$ cat src/kdp_pkg.sv
`timescale 1ns / 1ps
// ----------------------------------------------------------------------------
// kdp_pkg
// Shared types and constants of the k-transaction profit block.
// ----------------------------------------------------------------------------
package kdp_pkg;

  localparam int PRICE_W  = 16;
  localparam int HOLD_W   = 34;
  localparam int CLOSED_W = 32;
  localparam int PROFIT_W = 32;

  // Holding value before any buy: far below anything a sale can lift.
  localparam logic signed [HOLD_W-1:0] HOLD_NEG_INF = {2'b10, {(HOLD_W-2){1'b0}}};
  localparam logic [CLOSED_W-1:0] SAT_MAX = {CLOSED_W{1'b1}};

  // Word index of each configuration register (byte address bit 2).
  localparam logic REG_MAX_TRANSACTIONS = 1'b0;
  localparam logic REG_UNLIMITED_MODE   = 1'b1;

  localparam logic [4:0] MAX_TRANSACTIONS_RST = 5'd2;

  typedef struct packed {
    logic en;   // a price word is taken this cycle
    logic clr;  // the word starts a new series
  } cell_ctrl_t;

endpackage

$ cat src/kdp_upsum.sv
`timescale 1ns / 1ps
// ----------------------------------------------------------------------------
// kdp_upsum
// Running, saturating sum of every upward step between consecutive prices.
// ----------------------------------------------------------------------------
module kdp_upsum (
  input  logic                          clk,
  input  logic                          rst_n,
  input  kdp_pkg::cell_ctrl_t           ctrl,
  input  logic [kdp_pkg::PRICE_W-1:0]   price,
  output logic [kdp_pkg::PROFIT_W-1:0]  total_nxt
);

  logic [kdp_pkg::PRICE_W-1:0]  prev_r;
  logic                         have_r;
  logic [kdp_pkg::PROFIT_W-1:0] total_r;
  logic                         have_eff;
  logic [kdp_pkg::PRICE_W-1:0]  prev_eff;
  logic [kdp_pkg::PROFIT_W-1:0] total_eff;
  logic [kdp_pkg::PROFIT_W:0]   sum;

  assign have_eff  = ctrl.clr ? 1'b0 : have_r;
  assign prev_eff  = ctrl.clr ? '0 : prev_r;
  assign total_eff = ctrl.clr ? '0 : total_r;

  assign sum = {1'b0, total_eff}
             + (kdp_pkg::PROFIT_W + 1)'(price - prev_eff);

  always_comb begin
    priority if (!have_eff || price <= prev_eff) begin
      total_nxt = total_eff;
    end else if (sum[kdp_pkg::PROFIT_W]) begin
      total_nxt = kdp_pkg::SAT_MAX;
    end else begin
      total_nxt = sum[kdp_pkg::PROFIT_W-1:0];
    end
  end

  always_ff @(posedge clk) begin
    if (!rst_n) begin
      prev_r  <= '0;
      have_r  <= 1'b0;
      total_r <= '0;
    end else if (ctrl.en) begin
      prev_r  <= price;
      have_r  <= 1'b1;
      total_r <= total_nxt;
    end
  end

endmodule

$ cat config.mk
export PLATFORM = sky130hd
export DESIGN_NAME = kdp_upsum
export DESIGN_NICKNAME = d
export VERILOG_FILES = /design/src/kdp_pkg.sv /design/src/kdp_upsum.sv
export SDC_FILE = /design/constraint.sdc
export NUM_CORES = 1
export LEC_CHECK = 0
export ABC_AREA = 1
export BUFFER_PORTS_ARGS = -buffer_cell sky130_fd_sc_hd__clkbuf_2
export CORE_ASPECT_RATIO = 1.25
export CORE_MARGIN = 10
export CORE_UTILIZATION = 58
export DETAILED_ROUTE_END_ITERATION = 7
export GPL_TIMING_DRIVEN = 0
export PLACE_DENSITY_LB_ADDON = 0.12
export RECOVER_POWER = 50
export SETUP_SLACK_MARGIN = 0.4
export SYNTH_ARGS = -nofsm -noshare
export SYNTH_HDL_FRONTEND = slang
export SYNTH_SLANG_ARGS = --single-unit
$ cat constraint.sdc
create_clock -name clk -period 6.32 [get_ports clk]
set_clock_uncertainty 0.1 [all_clocks]
set_input_delay 0.632 -clock clk [delete_from_list [all_inputs] [get_ports clk]]
set_output_delay 0.632 -clock clk [all_outputs]
set_load 0.02 [all_outputs]
# After elaboration in Yosys (flattened, before gate mapping)
# Cells that the tools add are included.
# classes
addsub	2
reduce_logical	2
order_cmp	1
muxes	5
# op_table
op	n
$mux W32	3
$add A32 B33 Y33	1
$sub A16 B16 Y17	1
$le A16 B16 Y1	1
$mux W16	1
$logic_not A1 Y1	1
$logic_or A1 B1 Y1	1
$mux W1	1
# word_totals
input_bits	20
elab_cells	13
regBits	49
out_inout_bits	32

# Longest topological paths before layout
# logic_depth
depth_word	5
depth_mapped	29
ltp_nobuf	26

# Least setup slack after synthesis
# No wires, ideal clock.
# synth_path
kind	input -> output
start	input port ctrl[0] (netlist name)
end	output port total_nxt[17] (netlist name)
path_stages	27
n_path_buf	3
slack_ns	1.603
t_arrival_ns	3.985
t_required_ns	5.588
path_cell_list	clkbuf_1 inv_1 clkbuf_1 nand2_1 ha_1 a21oi_1 o21ai_1 nand2_1 nand3_2 a21oi_1 o21ai_0 xor2_1 ha_1 nand2_1 inv_1 nand2_1 inv_1 a21oi_1 nand2_2 nand2_1 nand2_1 nand2_1 nand2_4 buf_8 nand3_1 nand2_1 inv_1
# synth_via
elab_chain_len	5
elab_cells_between_ends	10
cone_classes	add/sub (2); order compare (1); mux (5); reduce/logical (2)
# synth_lines
element	line_no	source
from (decl)	kdp_upsum.sv:9	input kdp_pkg::cell_ctrl_t ctrl,
$mux W16	kdp_upsum.sv:23	assign prev_eff = ctrl.clr ? '0 : prev_r;
$sub A16 B16 Y17	kdp_upsum.sv:27	+ (kdp_pkg::PROFIT_W + 1)'(price - prev_eff);
$add A32 B33 Y33	kdp_upsum.sv:27	
$mux W32	kdp_upsum.sv:32	end else if (sum[kdp_pkg::PROFIT_W]) begin
$mux W32 *	kdp_upsum.sv:30	priority if (!have_eff || price <= prev_eff) begin
to (decl)	kdp_upsum.sv:11	output logic [kdp_pkg::PROFIT_W-1:0] total_nxt
# Every way passes the cells marked *; elsewhere a longest branch is shown, timed or not.

# Worst setup path after layout
# Ends and elaborated chain as after synthesis.

==> summary.txt <==
Floorplanning
  – Core box area: 10200 um2
  – Die H: 134 um
  – Initial Util: 0.596
  – # rows: 41
  – Die area: 14900 um2
  – I/O pin count: 52
  – Die width: 111 um

Synthesis
  – Yosys warnings: 0
  – Post-synth cell types: 37
  – Net Count, Synth: 1170
  – Cells after Synth: 1093
  – Avg Inst Size Synth: 5.53 um2
  – Seq/Total Area, Yosys: 0.162
  – #FFs+latches synth: 49
  – Cell area after synthesis: 6050 um2

Clock network
  – Hold Buf Count CTS: 0
  – H-tree depth: 2
  – Reg clk slew, reported paths: 0.08 ns
  – CTS max path bufs: 2
  – Root buffer cell: clkbuf_16
  – CTS buffer count: 5
  – Postcts setup bufs: 0
  – Clock tree sinks: 49
  – Clk_lat worst skew: 0.31 ns
  – TritonCTS clock tree: done

Power
  – Peak VDD IR: 0.000155 V
  – Pwr dens: 186 nW/um2
  – Design Power: 1.23 mW
  – Leak: 3.93 nW

Drt
  – Routed Wire Length: 16700 um
  – DRT antenna net count: 0
  – Wire per inst: 13.1 um
  – DRT Pass-1 Iters: 5
  – Routed vias/inst: 5.06
  – DR iter-0 viols: 407
  – Number of remaining DRC errors: 0
  – DR vias: 6480

STA
  – Final hold viol count: 0
  – Fin crit share: 0.898
  – Final setup TNS: 0 ns
  – Fmax: 0.176 GHz
  – Final setup violation count: 0
  – Relative slew margins: 0.550
  – Max-slew violations: 0
  – RSZ-0062 raised after global routing: no
  – Final min period: 5.67 ns
  – Actual slew at the worst max-slew pin: 0.675 ns

Critical path
  – CP delay by family, top: simple AND/OR/NAND/NOR gates
  – CP Launch Type: input pin
  – Critical path capture point type: output pin
  – Critical path peak fanout: 17
  – Crit path largest cell delay: 0.46 ns
  – CP Class: in -> out
  – Worst endpoint required time: 5.59 ns
  – Most frequent cell on the critical path: nand2_1
  – Buffer and inverter count on the worst path: 9
  – Crit path DAT: 4.94 ns
  – CP max-delay cell: ha_1

Placement
  – DP Cell Count: 1272
  – Port buffer count: 50
  – GP Congestion: 0.961
  – DP HPWL: 13900 um

Outcome
  – Status: finished clean

Global routing
  – Pin count of the biggest net entering global routing: 19
  – Initial antenna violation count: 0
  – Total gr overflow: 0
  – Gr usage total: 0.222
  – Vias in the first global route: 6265
  – First-pass GRT wire length: 28200 um

Cells and area
  – Nets: 1227
  – Fin cells: 1280
  – P&R area growth vs syn: 9.39%
  – Share of layout cells above drive strength 1: 0.101
  – FILL cells: 1056
  – N_diodes: 0

Worst hold path
  – Min-Delay Path Class: reg -> reg

Job
  – Number of max-cap violations: 0
==> worst paths after layout <==
| path | from | endpoint | slack, ns | depth (start not counted) |
|---|---|---|---|---|
| worst min register to register | have_r | have_r | 0.36 | 2 |
| worst max register to register | prev_r[0] | total_r[11] | 2.25 | 26 |
| worst max-delay path | ctrl[0] | total_nxt[17] | 0.65 | 28 |
| worst min-delay path | have_r | have_r | 0.36 | 2 |
==> cells in the final DEF (no fill, tap or decap), types with 4 or more instances in the layout <==
cell       count
o21ai_0       44
nand2_1      371
a21oi_1       69
a21o_1         4
buf_2          5
nand3_1       59
nor2_1       107
clkbuf_16      5
nor3_1         7
clkbuf_2      51
inv_2          5
and2_1         4
inv_1        205
ha_1          52
o21ai_1        6
dfxtp_1       49
nand2_2       28
xor2_1         8
clkbuf_1      15
xnor2_1       21
==> report_power, final <==
part | switching [mW] | total, mW | internal (mW)
sequential | 0.00779 | 0.338 | 0.330
clock | 0.144 | 0.297 | 0.152
combinational | 0.390 | 0.599 | 0.209
==> cells in the mapped netlist <==
library cell | count | area, um2
nand2_1 | 366 | 1370
inv_1 | 205 | 769
nor2_1 | 106 | 398
a21oi_1 | 69 | 345
nand3_1 | 59 | 295
ha_1 | 55 | 688
dfxtp_1 | 49 | 981
o21ai_0 | 44 | 220
nand2_2 | 33 | 206
xnor2_1 | 21 | 184
clkbuf_1 | 17 | 63.8
xor2_1 | 8 | 70.1
nor3_1 | 7 | 35.0
o21ai_1 | 6 | 30.0
buf_2 | 5 | 25.0
inv_2 | 5 | 18.8
a21o_1 | 4 | 30.0
and2_1 | 4 | 25.0
buf_6 | 3 | 33.8
nand4_1 | 3 | 18.8
nor3_2 | 3 | 30.0
a31oi_1 | 2 | 12.5
buf_4 | 2 | 15.0
fa_1 | 2 | 40.0
nand3b_1 | 2 | 15.0
nor2_2 | 2 | 12.5
a21oi_4 | 1 | 16.3
and3_1 | 1 | 6.26
buf_12 | 1 | 20.0
buf_8 | 1 | 15.0
clkinv_1 | 1 | 3.75
nand2_4 | 1 | 11.3
nand3_2 | 1 | 10.0
nor4_1 | 1 | 6.26
o211ai_1 | 1 | 7.51
o21ai_2 | 1 | 8.76
o21bai_1 | 1 | 7.51
==> registers in the layout, summed over array words and instances (netlist names) <==
signal / count
have_r: 1
prev_r: 16
total_r: 32
==> metrics by stage <==
| stage | utilization | setup slack (ns) | hold slack, ns | cell area (um2) |
|---|---|---|---|---|
| after floorplan | - | 1.60 | 0.336 | 6050 |
| after global placement | 0.636 | 0.423 | 0.346 | 6460 |
| after detailed placement | 0.636 | 0.402 | 0.353 | 6460 |
| after CTS | 0.652 | 0.453 | 0.365 | 6620 |
| after global routing | 0.652 | 0.210 | 0.404 | 6620 |
| final | 0.652 | 0.648 | 0.364 | 6620 |
==> cell families after synthesis <==
kind of cell / count (synthesis) / synth area share
adder cells (fa/ha/maj): 57 / 0.120
AND/OR/NAND/NOR: 589 / 0.404
flip-flops: 49 / 0.162
XOR/XNOR: 29 / 0.0420
buffers and inverters: 240 / 0.159
AO/OA/AOI/OAI: 129 / 0.112
==> per-layer routing <==
metal  routed length (um)  GRT usage
met5                    0          0
met4                  658      0.101
met3                  640     0.0295
met2                 8590      0.423
met1                 6830      0.236
==> area by class of cell <==
class                   instances  area, um2  share of cell area
flip-flops and latches         49        981               0.148
clock buffers                   5        125              0.0189
clock inverters                 3       33.8             0.00510
well taps                     129        161              0.0244
inverters                     211        792               0.120
plain buffers                  29        178              0.0268
repair buffers                 50        250              0.0378
multi-input cells             804       4100               0.619
==> worst reg2reg max path: stages, from the launching register on <==
cell and delay (ns):
dfxtp_1 0.31, inv_1 0.05, nor2_1 0.05, ha_1 0.21
fa_1 0.41, o21ai_2 0.22, nand2_1 0.13, nand2_1 0.15
nand2_1 0.10, nand2_1 0.14, inv_2 0.18, ha_1 0.46
nand2_2 0.11, nor2_1 0.17, inv_2 0.07, nor3_2 0.15
and2_1 0.15, nand2_1 0.06, nand2_1 0.06, nand2_1 0.07
nand2_4 0.14, buf_8 0.16, nand2_2 0.06, nand2_2 0.06
nand3_1 0.07, nand2_1 0.08, inv_1 0.04
==> what timing repair did <==
| action | in CTS | in global routing |
|---|---|---|
| endpoints found under the setup margin | 4 | 32 |
| endpoints found under the hold margin | 0 | 0 |
| cloned | 0 | 0 |
| resized for setup | 1 | 9 |
(Power assumes the default switching activity.)
