**src/kdp_pkg.sv**
```systemverilog
`timescale 1ns / 1ps
// ----------------------------------------------------------------------------
// kdp_pkg
// Shared types and constants of the k-transaction profit block.
// ----------------------------------------------------------------------------
package kdp_pkg;

  localparam int PRICE_W  = 16;
  localparam int HOLD_W   = 34;
  localparam int CLOSED_W = 32;
  localparam int PROFIT_W = 32;

  // Holding value before any buy: far below anything a sale can lift.
  localparam logic signed [HOLD_W-1:0] HOLD_NEG_INF = {2'b10, {(HOLD_W-2){1'b0}}};
  localparam logic [CLOSED_W-1:0] SAT_MAX = {CLOSED_W{1'b1}};

  // Word index of each configuration register (byte address bit 2).
  localparam logic REG_MAX_TRANSACTIONS = 1'b0;
  localparam logic REG_UNLIMITED_MODE   = 1'b1;

  localparam logic [4:0] MAX_TRANSACTIONS_RST = 5'd2;

  typedef struct packed {
    logic en;   // a price word is taken this cycle
    logic clr;  // the word starts a new series
  } cell_ctrl_t;

endpackage

```
**src/kdp_cell.sv**
```systemverilog
`timescale 1ns / 1ps
// ----------------------------------------------------------------------------
// kdp_cell
// One transaction-count cell: best holding and best closed value.
// ----------------------------------------------------------------------------
module kdp_cell (
  input  logic                            clk,
  input  logic                            rst_n,
  input  kdp_pkg::cell_ctrl_t             ctrl,
  input  logic [kdp_pkg::PRICE_W-1:0]     price,
  input  logic [kdp_pkg::CLOSED_W-1:0]    left_closed,
  output logic [kdp_pkg::CLOSED_W-1:0]    closed_eff,
  output logic [kdp_pkg::CLOSED_W-1:0]    closed_nxt
);

  logic signed [kdp_pkg::HOLD_W-1:0] hold_r;
  logic signed [kdp_pkg::HOLD_W-1:0] hold_nxt;
  logic signed [kdp_pkg::HOLD_W-1:0] hold_eff;
  logic        [kdp_pkg::CLOSED_W-1:0] closed_r;
  logic signed [kdp_pkg::HOLD_W:0]   sold;
  logic signed [kdp_pkg::HOLD_W:0]   bought;
  logic signed [kdp_pkg::HOLD_W:0]   price_s;

  // A new series sees the reset values instead of the stored ones.
  assign hold_eff   = ctrl.clr ? kdp_pkg::HOLD_NEG_INF : hold_r;
  assign closed_eff = ctrl.clr ? '0 : closed_r;

  assign price_s = $signed({{(kdp_pkg::HOLD_W + 1 - kdp_pkg::PRICE_W){1'b0}}, price});
  assign sold    = $signed({hold_eff[kdp_pkg::HOLD_W-1], hold_eff}) + price_s;
  assign bought  = $signed({{(kdp_pkg::HOLD_W + 1 - kdp_pkg::CLOSED_W){1'b0}}, left_closed})
                   - price_s;

  always_comb begin
    priority if (sold > $signed({3'b000, kdp_pkg::SAT_MAX})) begin
      closed_nxt = kdp_pkg::SAT_MAX;
    end else if (sold > $signed({3'b000, closed_eff})) begin
      closed_nxt = sold[kdp_pkg::CLOSED_W-1:0];
    end else begin
      closed_nxt = closed_eff;
    end
    if (bought > $signed({hold_eff[kdp_pkg::HOLD_W-1], hold_eff})) begin
      hold_nxt = bought[kdp_pkg::HOLD_W-1:0];
    end else begin
      hold_nxt = hold_eff;
    end
  end

  always_ff @(posedge clk) begin
    if (!rst_n) begin
      hold_r   <= kdp_pkg::HOLD_NEG_INF;
      closed_r <= '0;
    end else if (ctrl.en) begin
      hold_r   <= hold_nxt;
      closed_r <= closed_nxt;
    end
  end

endmodule

```
**config.mk**
```make
export PLATFORM = sky130hd
export DESIGN_NAME = kdp_cell
export DESIGN_NICKNAME = d
export VERILOG_FILES = /design/src/kdp_pkg.sv /design/src/kdp_cell.sv
export SDC_FILE = /design/constraint.sdc
export NUM_CORES = 1
export LEC_CHECK = 0
export BUFFER_PORTS_ARGS = -buffer_cell sky130_fd_sc_hd__clkbuf_2
export CAP_MARGIN = 5
export CORE_MARGIN = 2
export CORE_UTILIZATION = 56
export CTS_BUF_LIST = sky130_fd_sc_hd__clkbuf_16
export CTS_CLUSTER_DIAMETER = 30
export DETAILED_ROUTE_END_ITERATION = 16
export GPL_TIMING_DRIVEN = 0
export HOLD_SLACK_MARGIN = 0.06
export MAX_ROUTING_LAYER = met4
export PLACE_DENSITY = 0.79
export SYNTH_ARGS = -nofsm -noshare
export SYNTH_HDL_FRONTEND = slang
export SYNTH_SLANG_ARGS = --single-unit
```
**constraint.sdc**
```tcl
create_clock -name clk -period 16.9 [get_ports clk]
set_clock_uncertainty 0.1 [all_clocks]
set_input_delay 0 -clock clk [delete_from_list [all_inputs] [get_ports clk]]
set_output_delay 0 -clock clk [all_outputs]
set_load 0.03 [all_outputs]
```
* Yosys cells after proc, flatten, opt, wreduce, memory -nomap -nowiden *
Index checks and enable logic that the tools add are counted.

cells by class
  add/subtract/negate cells = 2
  $lt $le $gt $ge = 3
  mux-type cells = 5

operators by type and width
  operator                                                         count
  two-way mux 32 bit                                               3
  two-way mux 34 bit                                               2
  adder 34 x 17 -> 35 bit                                          1
  greater-than comparator 35 x 33 -> 1 bit                         1
  greater-than comparator 35 x 33 -> 1 bit, second input constant  1
  greater-than comparator 33 x 34 -> 1 bit                         1
  subtractor 32 x 16 -> 33 bit                                     1

storage, ports and cells
  register bits = 66
  input bits = 52

* Logic depth before layout (Yosys ltp) *
  depth in word-level cells = 5
  depth in mapped cells = 29
  gate-level depth less buffers = 24

* Worst setup path before layout *
OpenSTA, ideal clock, no wires.

  path kind = input to output
  start point = input ctrl[0] (netlist name)
  end point = output closed_nxt[21] (netlist name)
  arrival time = 5.354 ns
  path slack = 11.446 ns
  stages on the path = 26
  path buffers = 6
  cells stage by stage = buf_4 inv_1 buf_2 buf_1 clkbuf_1 buf_1 nand2_1 inv_1 ha_1 a21o_1 a21oi_1 nor2b_1 nor2_1 nor3b_2 a21oi_1 and3_1 xnor2_1 ha_1 nand4_1 or4_1 o21ai_0 o21ai_0 a31oi_4 buf_6 mux2i_1 nand2_1

on the way
  longest elaborated chain between the ends = 5
  elaborated cells on any way between the ends = 7
  classes of those cells = add/sub: 1; order compare: 2; mux: 4

RTL lines
  element                                   RTL line        RTL
  from (decl)                               kdp_cell.sv:9   input kdp_pkg::cell_ctrl_t ctrl,
  two-way mux 34 bit                        kdp_cell.sv:25  assign hold_eff = ctrl.clr ? kdp_pkg::HOLD_NEG_INF : hold_r;
  adder 34 x 17 -> 35 bit                   kdp_cell.sv:29  assign sold = $signed({hold_eff[kdp_pkg::HOLD_W-1], hold_eff}) + price_s;
  greater-than comparator 35 x 33 -> 1 bit  kdp_cell.sv:36  end else if (sold > $signed({3'b000, closed_eff})) begin
  two-way mux 32 bit                        kdp_cell.sv:36
  two-way mux 32 bit *                      kdp_cell.sv:34  priority if (sold > $signed({3'b000, kdp_pkg::SAT_MAX})) begin
  to (decl)                                 kdp_cell.sv:13  output logic [kdp_pkg::CLOSED_W-1:0] closed_nxt

Mark *: on every way between the ends. The rest lies on a longest branch, timed or not.

* Final worst setup path *
  start point = input ctrl[0] (netlist name)
  end point = output closed_nxt[10] (netlist name)

Same word-level chain as after synthesis.

==> impl_metrics.csv <==
group,metric,value,unit
status,status,"completed",
layout,fin_util,67.21,%
critical_path,path_max_fanout,10,
layout,nFillCells,1104,
global_routing,grt_pass1_wl,32.17,mm
critical_path,cpMostUsedCell,"o21ai_0",
logic_synthesis,ys_seq_area_share,18.44,%
sta,post-route-period-util,43.12,%
pwr,powerDensity,70.51,nW/um^2
global_routing,grt_usage,30.61,%
clock_network,clockBufferDepth,2,
logic_synthesis,synth-seq-cells,66,
logic_synthesis,yosysTopAreaCell,"dfxtp_1",
critical_path,worst_path_largest_cell_delay,540,ps
logic_synthesis,synth_async_sr_flop_share,0,%
global_routing,grt_pass1_vias,6640,
global_routing,antenna_found_initial,0,
critical_path,crit_slowest_cell,"a2111oi_0",
clock_network,numCtsBuffers,9,
critical_path,start_kind,"input port",
route,drt_pass1_iterations,6,
sta,rsz0062_at_grt,"no",
clock_network,root_buffer,"clkbuf_16",
logic_synthesis,synth_edf_count,0,
die,dieArea,13720,sq um
clock_network,clock_latency,350,ps
logic_synthesis,synthTopCellsByArea,"dfxtp_1 (18%), ha_1 (15%), nand2_1 (6.3%)",
logic_synthesis,syn-instance-count,917,
worst_hold_path,hold_path.startpoint,"left_closed[1]",
logic_synthesis,netlist.area_leader.share,18.44,%
layout,syn_to_final_growth,17.88,%
sta,setup_viol,0,
sta,hold_viol,0,
logic_synthesis,synth_area,7166,sq um
logic_synthesis,yosys_warnings,0,
route,routed_via_density,5.876,
layout,final_area,8447,sq um
critical_path,r2r-start,"hold_r[0]",
clock_network,holdBufCountCts,22,
logic_synthesis,synth_area_per_cell,7.814,sq um
place,place.gp.congestion,0.9107,
layout,drive_above_1_share,16.76,%
sta,fin_setup_tns,0,ps
die,start_util,57.01,%
clock_network,cts_setup_buffers,0,
die,core_area,12570,sq um
critical_path,cp.arrival,7190,ps
die,die_x,117.1,microns
route,drt_iter0_markers,853,
layout,final_nets,1206,
critical_path,r2r-end,"closed_r[10]",
logic_synthesis,synth_cell_types,82,
place,port_buffers,114,
clock_network,ctsResizeCount,0,
place,placed_area,7951,sq um
critical_path,worstPathRequired,16800,ps
critical_path,endpoint_kind,"primary output",
worst_hold_path,hold_class,"input port to register",
sta,worstMarginPinSlew,618.1,ps
critical_path,reg2reg_depth,21,
die,num_rows,41,
job,cap_violations,0,
global_routing,overflow,0,
sta,fmax,137.2,MHz
route,vias,7286,
global_routing,grt_max_degree,11,
route,wl_per_cell,16.32,microns
route,wl,20.23,mm
die,io_pins,116,
pwr,p_leak,0.004068,uW
clock_network,cts_tree,"built",
route,ant_nets,0,
pwr,ir_drop,58.25,uV
worst_hold_path,holdPathEnd,"hold_r[1]",
layout,diodes,0,
clock_network,cts_sinks,66,
sta,slew_violations,0,
critical_path,r2r_slack,11070,ps
route,drc,0,
worst_hold_path,whs_path_depth,3,
logic_synthesis,synth-main-ff-cell,"dfxtp_1",
die,die_h,117.1,microns
pwr,p_total,595.5,uW
logic_synthesis,syn_nets,1059,
sta,post-route-min-period,7288,ps
clock_network,clkTransAtPathRegs,60,ps
sta,slew_headroom,58.54,%
critical_path,crit_type,"input port to primary output",
place,hpwl,15.79,mm
clock_network,cts_max_level,3,
sta,whs,73.22,ps
==> registers in the layout (all words and copies together) (netlist names) <==
signal	flops
hold_r	34
closed_r	32
==> report_power, final <==
group | switching, uW | total (uW) | leakage, uW | internal, uW
combinational | 141 | 235 | 0.00339 | 94.3
clock | 72.3 | 183 | 0.000139 | 111
sequential | 9.05 | 177 | 0.000543 | 168
total | 222 | 596 | 0.00407 | 374
==> layout by cell type (no fill, tap or decap), drive strengths merged, types with 4 or more instances in the layout <==
master	n
a2111oi	5
a211oi	12
a21o	24
a21oi	75
a22o	30
and2	6
and3	7
buf	26
clkbuf	136
clkinv	4
dfxtp	66
dlygate4sd3	22
ha	88
inv	82
mux2i	34
nand2	120
nand2b	8
nand3	17
nand3b	6
nand4	19
nor2	39
nor2b	19
nor3	12
nor4	6
o211ai	6
o21a	6
o21ai	61
or3	4
or4	5
xnor2	45
xor2	18
==> how the worst max path moves through the flow <==
stage,slack (ps),start,endpoint
4_1_cts,9870,ctrl[0],closed_nxt[10]
5_1_grt,9200,ctrl[0],closed_nxt[10]
6_report,9610,ctrl[0],closed_nxt[10]
3_5_place_dp,9890,ctrl[0],closed_nxt[0]
3_3_place_gp,9930,ctrl[0],closed_nxt[21]
2_1_floorplan,11450,ctrl[0],closed_nxt[21]
==> cells in the mapped netlist, drive strengths merged (3+ instances only) <==
| cell type | n |
|---|---|
| inv | 81 |
| nor4b | 3 |
| or4 | 5 |
| a21oi | 75 |
| or3 | 4 |
| a31oi | 3 |
| and3 | 7 |
| maj3 | 3 |
| nor3 | 12 |
| ha | 88 |
| o31ai | 3 |
| a21o | 24 |
| nor2b | 19 |
| xor2 | 18 |
| nand3 | 17 |
| nor4 | 6 |
| a22o | 30 |
| a2111oi | 5 |
| nand4 | 19 |
| buf | 26 |
| a211oi | 12 |
| dfxtp | 66 |
| nand3b | 6 |
| o21ai | 61 |
| xnor2 | 45 |
| o211ai | 6 |
| o21a | 6 |
| nor2 | 39 |
| clkbuf | 13 |
| nand2b | 8 |
| and2 | 6 |
| nand2 | 120 |
| a211o | 3 |
| o21bai | 3 |
| mux2i | 34 |
| and4 | 3 |
==> critical path: cells and delay by family <==
kind                     cells  cell delay (ps)
AO/OA/AOI/OAI               10             2620
buffers and inverters       10             2600
multiplexers                 1              260
adder cells (fa/ha/maj)      2              530
AND/OR/NAND/NOR              7             1170
==> cells by family after synthesis <==
logic type               count (synthesis)  share of synthesized area (%)
AND/OR/NAND/NOR                        280                          19.99
AO/OA/AOI/OAI                          258                          24.55
buffers and inverters                  120                          7.334
adder cells (fa/ha/maj)                 93                          16.34
flip-flops                              66                          18.44
XOR/XNOR                                65                          8.434
multiplexers                            35                          4.907
==> metrics by stage <==
stage               std cells  setup slack (ps)
CTS                      1240              9871
floorplan                 917             11450
detailed placement       1203              9891
global placement         1203              9932
finish                   1240              9612
global route             1240              9203
==> cell type report <==
cell class                 count  area (sq um)  area share [%]
timing repair buffer         136         790.8           9.362
multi-input combinational    731          5319           62.97
inverter                      81         304.0           3.599
clock buffer                   9         225.2           2.666
tap                          172         215.2           2.548
buffer                        39         221.5           2.622
sequential                    66          1321           15.64
clock inverter                 6         50.05          0.5925
==> layer usage <==
layer | up-vias | share of wire (%) | track usage, %
met2 | 308 | 45 | 47.67
met5 | - | 0 | -
met4 | 0 | 2.1 | 10.51
met1 | 3357 | 46 | 40.88
li1 | 3586 | - | -
met3 | 35 | 6.9 | 4.274
Note: power is estimated with default switching activity, not from simulation.
